`config.mk`:
```
export PLATFORM = sky130hd
export DESIGN_NAME = stable_priority_queue_core
export DESIGN_NICKNAME = d
export VERILOG_FILES = /design/src/design/spq_pkg.sv /design/src/design/spq_ctrl.sv /design/src/design/spq_datapath.sv /design/src/design/stable_priority_queue_core.sv
export SDC_FILE = /design/constraint.sdc
export NUM_CORES = 2
export LEC_CHECK = 0
export BUFFER_PORTS_ARGS = -buffer_cell sky130_fd_sc_hd__buf_4
export CORE_MARGIN = 8
export CORE_UTILIZATION = 40
export CTS_CLUSTER_SIZE = 14
export DETAILED_ROUTE_END_ITERATION = 8
export SLEW_MARGIN = 20
export SYNTH_ARGS = -nofsm -noshare
export SYNTH_HDL_FRONTEND = slang
export SYNTH_SLANG_ARGS = --single-unit
```
`constraint.sdc`:
```
create_clock -name i_clk -period 7.83 [get_ports i_clk]
set_clock_uncertainty 0.1 [all_clocks]
set_input_delay 1.566 -clock i_clk [delete_from_list [all_inputs] [get_ports i_clk]]
set_output_delay 1.566 -clock i_clk [all_outputs]
set_load 0.05 [all_outputs]
```
`src/design/spq_pkg.sv`:
```
// Package for the stable priority queue core: status and command codes,
// default sizes, and the controller-to-datapath command struct. No dependencies.
`timescale 1ns / 1ps
`default_nettype none
package spq_pkg;

    localparam int DEF_CAPACITY      = 16;
    localparam int DEF_PRIORITY_BITS = 16;
    localparam int DEF_TAG_BITS      = 32;

    localparam logic CMD_ENQUEUE = 1'b0;
    localparam logic CMD_DEQUEUE = 1'b1;

    localparam logic [1:0] STATUS_INSERTED = 2'd0;
    localparam logic [1:0] STATUS_REMOVED  = 2'd1;
    localparam logic [1:0] STATUS_EMPTY    = 2'd2;
    localparam logic [1:0] STATUS_FULL     = 2'd3;

    // Commands from the controller to the datapath.
    typedef struct packed {
        logic load;  // capture the request fields
        logic exec;  // apply the captured request to the sorted chain
    } t_spq_ctrl;

endpackage
`default_nettype wire

```
`src/design/spq_ctrl.sv`:
```
// Controller for the stable priority queue core: request handshake and
// sequencing of the datapath. Depends on spq_pkg.
`timescale 1ns / 1ps
`default_nettype none
module spq_ctrl (
    input  wire logic              i_clk,
    input  wire logic              i_rst_n,
    input  wire logic              start,
    output logic                   busy,
    output spq_pkg::t_spq_ctrl     o_ctrl
);
    import spq_pkg::*;

    localparam logic S_IDLE = 1'b0;
    localparam logic S_EXEC = 1'b1;

    logic r_state;
    logic n_state;

    assign busy        = (r_state != S_IDLE);
    assign o_ctrl.load = start && (r_state == S_IDLE);
    assign o_ctrl.exec = (r_state == S_EXEC);

    always_comb begin
        n_state = r_state;
        case (r_state)
            S_IDLE: begin
                if (start) begin
                    n_state = S_EXEC;
                end
            end
            S_EXEC: begin
                n_state = S_IDLE;
            end
            default: begin
                n_state = S_IDLE;
            end
        endcase
    end

    always_ff @(posedge i_clk) begin
        if (!i_rst_n) begin
            r_state <= S_IDLE;
        end else begin
            r_state <= n_state;
        end
    end

endmodule
`default_nettype wire

```
`src/design/spq_datapath.sv`:
```
// Datapath for the stable priority queue core: the sorted slot chain, the
// entry count and the result registers. Depends on spq_pkg.
`timescale 1ns / 1ps
`default_nettype none
module spq_datapath #(
    parameter int CAPACITY      = spq_pkg::DEF_CAPACITY,
    parameter int PRIORITY_BITS = spq_pkg::DEF_PRIORITY_BITS,
    parameter int TAG_BITS      = spq_pkg::DEF_TAG_BITS
) (
    input  wire logic                            i_clk,
    input  wire logic                            i_rst_n,
    input  wire spq_pkg::t_spq_ctrl              i_ctrl,
    input  wire logic                            i_cmd,
    input  wire logic signed [PRIORITY_BITS-1:0] i_entry_priority,
    input  wire logic [TAG_BITS-1:0]             i_entry_tag,
    output logic                                 o_valid,
    output logic [1:0]                           o_status,
    output logic signed [PRIORITY_BITS-1:0]      o_head_priority,
    output logic [TAG_BITS-1:0]                  o_head_tag,
    output logic [$clog2(CAPACITY+1)-1:0]        o_occupancy
);
    import spq_pkg::*;

    localparam int CntW = $clog2(CAPACITY + 1);

    // Captured request
    logic                            r_cmd;
    logic signed [PRIORITY_BITS-1:0] r_prio;
    logic [TAG_BITS-1:0]             r_tag;

    // Sorted chain, head in slot 0
    logic signed [PRIORITY_BITS-1:0] r_slot_prio [CAPACITY];
    logic [TAG_BITS-1:0]             r_slot_tag  [CAPACITY];
    logic signed [PRIORITY_BITS-1:0] n_slot_prio [CAPACITY];
    logic [TAG_BITS-1:0]             n_slot_tag  [CAPACITY];
    logic [CntW-1:0]                 r_count;
    logic [CntW-1:0]                 n_count;

    // Slot holds an entry that stays ahead of the new one
    logic [CAPACITY-1:0] keep_ahead;

    logic is_full;
    logic is_empty;
    logic do_insert;
    logic do_remove;

    logic                            r_valid;
    logic [1:0]                      r_status;
    logic signed [PRIORITY_BITS-1:0] r_head_prio;
    logic [TAG_BITS-1:0]             r_head_tag;
    logic [1:0]                      n_status;

    assign is_full   = (r_count == CntW'(CAPACITY));
    assign is_empty  = (r_count == '0);
    assign do_insert = (r_cmd == CMD_ENQUEUE) && !is_full;
    assign do_remove = (r_cmd == CMD_DEQUEUE) && !is_empty;

    genvar g;
    generate
        for (g = 0; g < CAPACITY; g++) begin : g_slot
            logic ahead_prev;
            assign keep_ahead[g] = (CntW'(g) < r_count) && (r_slot_prio[g] <= r_prio);

            if (g == 0) begin : g_first
                assign ahead_prev = 1'b1;
            end else begin : g_rest
                assign ahead_prev = keep_ahead[g-1];
            end

            always_comb begin
                n_slot_prio[g] = r_slot_prio[g];
                n_slot_tag[g]  = r_slot_tag[g];
                if (do_insert) begin
                    if (keep_ahead[g]) begin
                        n_slot_prio[g] = r_slot_prio[g];
                        n_slot_tag[g]  = r_slot_tag[g];
                    end else if (ahead_prev) begin
                        n_slot_prio[g] = r_prio;
                        n_slot_tag[g]  = r_tag;
                    end else if (g > 0) begin
                        // shift one slot toward the tail
                        n_slot_prio[g] = r_slot_prio[(g > 0) ? g - 1 : 0];
                        n_slot_tag[g]  = r_slot_tag[(g > 0) ? g - 1 : 0];
                    end
                end else if (do_remove && (g < CAPACITY - 1)) begin
                    // advance toward the head
                    n_slot_prio[g] = r_slot_prio[(g < CAPACITY - 1) ? g + 1 : g];
                    n_slot_tag[g]  = r_slot_tag[(g < CAPACITY - 1) ? g + 1 : g];
                end
            end
        end
    endgenerate

    always_comb begin
        n_count  = r_count;
        n_status = STATUS_INSERTED;
        if (r_cmd == CMD_ENQUEUE) begin
            if (is_full) begin
                n_status = STATUS_FULL;
            end else begin
                n_status = STATUS_INSERTED;
                n_count  = r_count + CntW'(1);
            end
        end else begin
            if (is_empty) begin
                n_status = STATUS_EMPTY;
            end else begin
                n_status = STATUS_REMOVED;
                n_count  = r_count - CntW'(1);
            end
        end
    end

    always_ff @(posedge i_clk) begin
        if (i_ctrl.load) begin
            r_cmd  <= i_cmd;
            r_prio <= i_entry_priority;
            r_tag  <= i_entry_tag;
        end
        if (i_ctrl.exec) begin
            r_slot_prio <= n_slot_prio;
            r_slot_tag  <= n_slot_tag;
            r_status    <= n_status;
            r_head_prio <= do_remove ? r_slot_prio[0] : '0;
            r_head_tag  <= do_remove ? r_slot_tag[0] : '0;
        end
    end

    always_ff @(posedge i_clk) begin
        if (!i_rst_n) begin
            r_count <= '0;
            r_valid <= 1'b0;
        end else begin
            r_valid <= i_ctrl.exec;
            if (i_ctrl.exec) begin
                r_count <= n_count;
            end
        end
    end

    assign o_valid         = r_valid;
    assign o_status        = r_status;
    assign o_head_priority = r_head_prio;
    assign o_head_tag      = r_head_tag;
    assign o_occupancy     = r_count;

endmodule
`default_nettype wire

```
`src/design/stable_priority_queue_core.sv`:
```
// Top level of the stable priority queue core: a sorted shifting register chain
// with FIFO order among equal priorities. Depends on spq_pkg, spq_ctrl, spq_datapath.
//
//   Channel   Handshake          Fields
//   request   start / busy       i_cmd, i_entry_priority, i_entry_tag
//   result    o_valid (strobe)   o_status, o_head_priority, o_head_tag, o_occupancy
//
// A request is taken when start is high and busy is low; busy then stays high
// for one cycle while the chain shifts in a single step, and the result strobe
// follows in the next cycle, when busy is already low. No new request is
// taken during the chain update. Synchronous reset empties the queue; slot
// contents are not cleared. The receiver cannot stall.
`timescale 1ns / 1ps
`default_nettype none
module stable_priority_queue_core #(
    parameter int CAPACITY      = spq_pkg::DEF_CAPACITY,
    parameter int PRIORITY_BITS = spq_pkg::DEF_PRIORITY_BITS,
    parameter int TAG_BITS      = spq_pkg::DEF_TAG_BITS
) (
    input  wire logic                            i_clk,
    input  wire logic                            i_rst_n,
    input  wire logic                            start,
    output logic                                 busy,
    input  wire logic                            i_cmd,
    input  wire logic signed [PRIORITY_BITS-1:0] i_entry_priority,
    input  wire logic [TAG_BITS-1:0]             i_entry_tag,
    output logic                                 o_valid,
    output logic [1:0]                           o_status,
    output logic signed [PRIORITY_BITS-1:0]      o_head_priority,
    output logic [TAG_BITS-1:0]                  o_head_tag,
    output logic [$clog2(CAPACITY+1)-1:0]        o_occupancy
);
    import spq_pkg::*;

    t_spq_ctrl ctrl;

    spq_ctrl u_ctrl (
        .i_clk   (i_clk),
        .i_rst_n (i_rst_n),
        .start   (start),
        .busy    (busy),
        .o_ctrl  (ctrl)
    );

    spq_datapath #(
        .CAPACITY      (CAPACITY),
        .PRIORITY_BITS (PRIORITY_BITS),
        .TAG_BITS      (TAG_BITS)
    ) u_datapath (
        .i_clk            (i_clk),
        .i_rst_n          (i_rst_n),
        .i_ctrl           (ctrl),
        .i_cmd            (i_cmd),
        .i_entry_priority (i_entry_priority),
        .i_entry_tag      (i_entry_tag),
        .o_valid          (o_valid),
        .o_status         (o_status),
        .o_head_priority  (o_head_priority),
        .o_head_tag       (o_head_tag),
        .o_occupancy      (o_occupancy)
    );

endmodule
`default_nettype wire
```
# After elaboration in Yosys (flattened, before gate mapping)
# Index checks and enable logic that the tools add are counted.
[word_totals]
ff_bits = 874
latch_bits = 0
ramBits = 0
romBits = 0
in_bits = 52
output_inout_bits = 57
word_cells = 264
n_memories = 0
[op_classes]
add_sub_neg = 2
multipliers = 0
n_div = 0
magnitude_cmp = 32
eq_ne = 18
n_shift = 0
mux = 128
bitwise_logic = 3
reduce_logical = 40
[op_table]
columns = ["op", "n"]
rows = [
  ["2-to-1 mux 32 bit", 60],
  ["2-to-1 mux 16 bit", 60],
  ["<= comparator 16 bit", 16],
  ["AND reduction 3 bit", 17],
  ["less-than comparator 4 x 5 -> 1 bit, first input constant", 8],
  ["inequality test 2 bit, second input constant", 16],
  ["less-than comparator 3 x 5 -> 1 bit, first input constant", 4],
  ["logical AND 1 bit", 19],
  ["2-to-1 mux 5 bit", 3],
  ["less-than comparator 1 x 5 -> 1 bit, first input constant", 2],
  ["less-than comparator 2 x 5 -> 1 bit, first input constant", 2],
  ["2-to-1 mux 2 bit", 3],
  ["adder 5 x 1 -> 5 bit, second input constant", 1],
  ["equality test 5 bit, second input constant", 1],
  ["logical NOT 5 bit", 1],
  ["subtractor 5 x 1 -> 5 bit, second input constant", 1],
  ["NOT 1 bit", 3],
  ["logical NOT 1 bit", 2],
  ["inequality test 2 x 1 -> 1 bit, second input constant", 1],
  ["one-hot mux 1 bit (2 select lines)", 1],
  ["nonzero test 2 bit", 1],
  ["2-to-1 mux 1 bit", 1],
]

# Longest topological paths before layout
[depth]
word_depth = 5
ltp_mapped = 13
mapped_depth_nobuf = 9

# Modules after synthesis
# Synthesis repeated with hierarchy kept, for this count alone.
[hier_totals]
cells_unflattened = 4563
area_unflattened_um2 = 50320.8
[by_module_without_submodules]
columns = ["mod", "instances", "cells_per_inst", "area_per_inst_um2", "seq_area_each_um2"]
rows = [
  ["spq_datapath", 1, 4559, 50278.2, 26155.1],
  ["spq_ctrl", 1, 4, 42.5, 20.0],
]

# Worst setup path after synthesis
# Ideal clock, no wire load.
[synth_path]
kind = "flip-flop to flip-flop"
start = "register u_ctrl.r_state, in the netlist u_ctrl.busy"
end = "register u_datapath.r_slot_prio[240] (netlist name), enable pin"
setup_time_ps = 470
arrival_ps = 5085
required_time_ps = 7260
slack_ps = 2175
stages_incl_launch_ff = 5
n_path_buf = 2
period_less_slack_ps = 5655
path_cell_list = "dfxtp_1 o21ai_0 clkbuf_1 clkbuf_1 a21oi_1"
[synth_via]
elab_chain_cells = 1
[synth_lines]
columns = ["item", "line", "rtl"]
rows = [
  ["start, declared", "spq_ctrl.sv:17", "logic r_state;"],
  ["start signal, assigned", "spq_ctrl.sv:45", "r_state <= n_state;"],
  ["AND reduction 3 bit (no line)", "n/a", ""],
  ["end signal, assigned", "spq_datapath.sv:121", "r_slot_prio <= n_slot_prio;"],
  ["end, declared", "spq_datapath.sv:32", "logic signed [PRIORITY_BITS-1:0] r_slot_prio [CAPACITY];"],
]
# Every way passes these cells.
# A chain may end at the register's enable or synchronous reset.

# Worst setup path after layout
[layout_path]
start = "register u_datapath.r_prio[12]"
end = "register u_datapath.r_slot_tag[355] (netlist name), enable pin"
[layout_via]
elab_chain_cells = 4
[layout_lines]
columns = ["item", "line", "rtl"]
rows = [
  ["start, declared", "spq_datapath.sv:28", "logic signed [PRIORITY_BITS-1:0] r_prio;"],
  ["start signal, assigned", "spq_datapath.sv:117", "r_prio <= i_entry_priority;"],
  ["<= comparator 16 bit", "spq_datapath.sv:62", "assign keep_ahead[g] = (CntW'(g) < r_count) && (r_slot_prio[g] <= r_prio);"],
  ["logical AND 1 bit", "spq_datapath.sv:62", ""],
  ["inequality test 2 bit (no line)", "n/a", ""],
  ["AND reduction 3 bit (no line)", "n/a", ""],
  ["end signal, assigned", "spq_datapath.sv:122", "r_slot_tag <= n_slot_tag;"],
  ["end, declared", "spq_datapath.sv:33", "logic [TAG_BITS-1:0] r_slot_tag [CAPACITY];"],
]
# Every way passes these cells.

==> results.ini <==
[setup_path]
crit_path_max_fanout = 27
critPathLaunch = u_datapath.r_prio[12]
cp-end-kind = register
slowest_stage = nor2_4
worstPathCellList = inv_1, buf_4, ha_1, and4_1, nand2_1, a2111oi_0, or4_1, a31o_4, nor2_1, nor2_4, buf_4
arrival_ns = 5.49
crit_top_cell = buf_4
cp-start-kind = register
reg2reg_slack_ns = 2.57
r2r-start = u_datapath.r_prio[12]
required_ns = 8.06
criticalPathCategory = reg -> reg
cpPeakStageDelay_ns = 0.77

[synthesis]
ys_warn_count = 0
ys_ff_latch = 874
synth_area_leaders = edfxtp_1, mux2i_1, ha_1
synth_cells = 4368
ys_seq_area_frac = 0.534
synth_edf_count = 867
synth_largest_area_cell = edfxtp_1
syn_avg_cell_area_um2 = 11.2
ys.flop_type = edfxtp_1
netlist_area_um2 = 49000
synth.distinct_cells = 65
syn_nets = 4679
async_reset_ff_frac = 0
yosysTopAreaCellShare = 0.531

[global_routing]
grt_usage = 0.226
grt_pass1_wl_um = 234000
grt_max_degree = 195
overflow = 0
antenna_found_initial = 2
grt_pass1_vias = 35263

[finish]
layoutNonFillerInstCount = 6032
register_area_um2 = 26200
fillers = 11237
multi_input_area_um2 = 21400
drive_gt1_frac = 0.0987
area_delta_synth_final_pct = 12.0
nNetsFinal = 4634

[power_and_ir_drop]
total_leakage_power_nw = 21.4
power_mw = 12.2
p_per_area_nw_per_um2 = 223
vdd_drop_max_mv = 0.172

[timing]
slew_viol_final = 0
min_period_over_period = 0.672
max_clock_freq_ghz = 0.190
period_needed_ns = 5.26
tightest_slew_ns = 1.18
max_slew_margin = 0.215
hold_violations = 0
setup_tns_ns = 0
finalSetupViolCount = 0
grt_setup_unrepaired = no

[clock_tree]
cts-root-buf = clkbuf_16
cts_hold_buffers = 0
cts-buffers-inserted = 102
cts_tree = done
ctsResizeCount = 0
clk_latency_ns = 0.71
cts_setup_buffers = 0
clk_pin_slew_ns = 0.06
htreeDepth = 3
clockBufferDepth = 3
cts_sinks = 874

[floorplan]
dieArea_um2 = 134000
core_area_um2 = 122000
io_pins = 109
rows = 128
fp.dieW_um = 366
chipHeight_um = 366
start_util = 0.403

[worst_hold_path]
hold_class = reg -> reg
hp-start = u_datapath.r_slot_tag[37]

[drt]
firstDrtPassIters = 5
drcViolationCount = 0
avgRoutedWirePerCell_um = 26.5
viasPerCell = 6.02
via_count = 36307
initialDrtViolationCount = 4247
antenna_left = 0
finalWirelength_um = 160000

[placement]
hpwl_um = 97900
portBuffers = 108
globalplace.congestion = 0.890
dp.cells = 5843

[run_status]
status = finished, final reports clean

[run]
maxCapViolCount = 0

==> through the flow <==
stage          instance area (um2)  setup slack, ns   util  hold WS [ns]
4_1_cts                      54900             2.57  0.451         0.452
3_3_place_gp                 51400             2.65  0.423         0.431
3_5_place_dp                 51400             2.59  0.423         0.437
5_1_grt                      54900             2.35  0.451         0.476
2_1_floorplan                49000             2.18      -         0.418
6_report                     54900             2.57  0.451         0.452
==> logic make-up after synthesis <==
logic type               count (synthesis)  share of synthesized area
adder cells (fa/ha/maj)                259                     0.0661
multiplexers                           669                      0.138
AND/OR/NAND/NOR                       1060                     0.0960
AO/OA/AOI/OAI                         1077                      0.130
buffers and inverters                  426                     0.0358
XOR/XNOR                                 3                   0.000536
flip-flops                             874                      0.534
==> final cells by class <==
cell class              count  share of cell area
flip-flops and latches    874               0.477
multi-input cells        3068               0.390
clock buffers             121              0.0478
well taps                1625              0.0370
repair buffers            193              0.0279
clock inverters            66              0.0143
inverters                  84             0.00574
diodes                      1           0.0000456
==> flip-flops by register name, indices dropped and copies added (netlist names) <==
name,flops
u_datapath.r_slot_tag,512
u_datapath.r_slot_prio,256
u_datapath.o_head_tag,32
u_datapath.r_tag,32
u_datapath.o_head_priority,16
u_datapath.r_prio,16
u_datapath.o_occupancy,5
u_datapath.o_status,2
u_ctrl.busy,1
u_datapath.o_valid,1
u_datapath.r_cmd,1
==> path summary, 6_finish.rpt <==
check                                to  cells past startpoint
max          u_datapath.r_slot_tag[355]                     11
min           u_datapath.r_slot_tag[69]                      2
max reg2reg  u_datapath.r_slot_tag[355]                     11
min reg2reg   u_datapath.r_slot_tag[69]                      2
==> synth_stat cells (50+ instances only) <==
cell type	instances
and2_1	56
a22oi_1	50
nand4_1	95
a31oi_1	103
ha_1	259
inv_1	84
o211ai_1	64
edfxtp_1	867
nand2_1	337
buf_2	54
o21ai_0	219
mux2i_1	621
clkbuf_1	252
nor2_1	425
a21oi_1	466
nand3_1	61
==> worst max-delay path: cells and delay by family, from the launching register on <==
family / cells / cell delay (ns)
simple gates: 5 / 1.47
buf+inv: 3 / 1.31
compound gates: 2 / 1.06
flops: 1 / 0.64
fa+ha+maj: 1 / 0.28
==> where the power goes <==
| part | internal, mW | leakage, nW | switching [mW] |
|---|---|---|---|
| clock network | 2.87 | 1.66 | 2.08 |
| logic | 0.541 | 11.7 | 1.11 |
| registers | 5.46 | 8.04 | 0.199 |
==> layer usage <==
metal,GRT usage,vias to the layer above,routed length [um]
met2,0.344,1577,70300
met5,0,-,0
li1,-,16390,-
met4,0.0857,0,6130
met3,0.0474,260,13300
met1,0.317,18080,70300
==> layout by cell type (no fill, tap or decap), types with 60 or more instances in the layout <==
master | netlist | routed
edfxtp_1 | 867 | 867
mux2i_1 | 621 | 621
a21oi_1 | 466 | 459
nor2_1 | 425 | 419
nand2_1 | 337 | 334
ha_1 | 259 | 259
o21ai_0 | 219 | 217
buf_4 | 16 | 187
clkbuf_16 | 0 | 102
a31oi_1 | 103 | 100
nand4_1 | 95 | 95
inv_1 | 84 | 84
o211ai_1 | 64 | 64
nand3_1 | 61 | 60
Power figures use the tool's default switching activity.
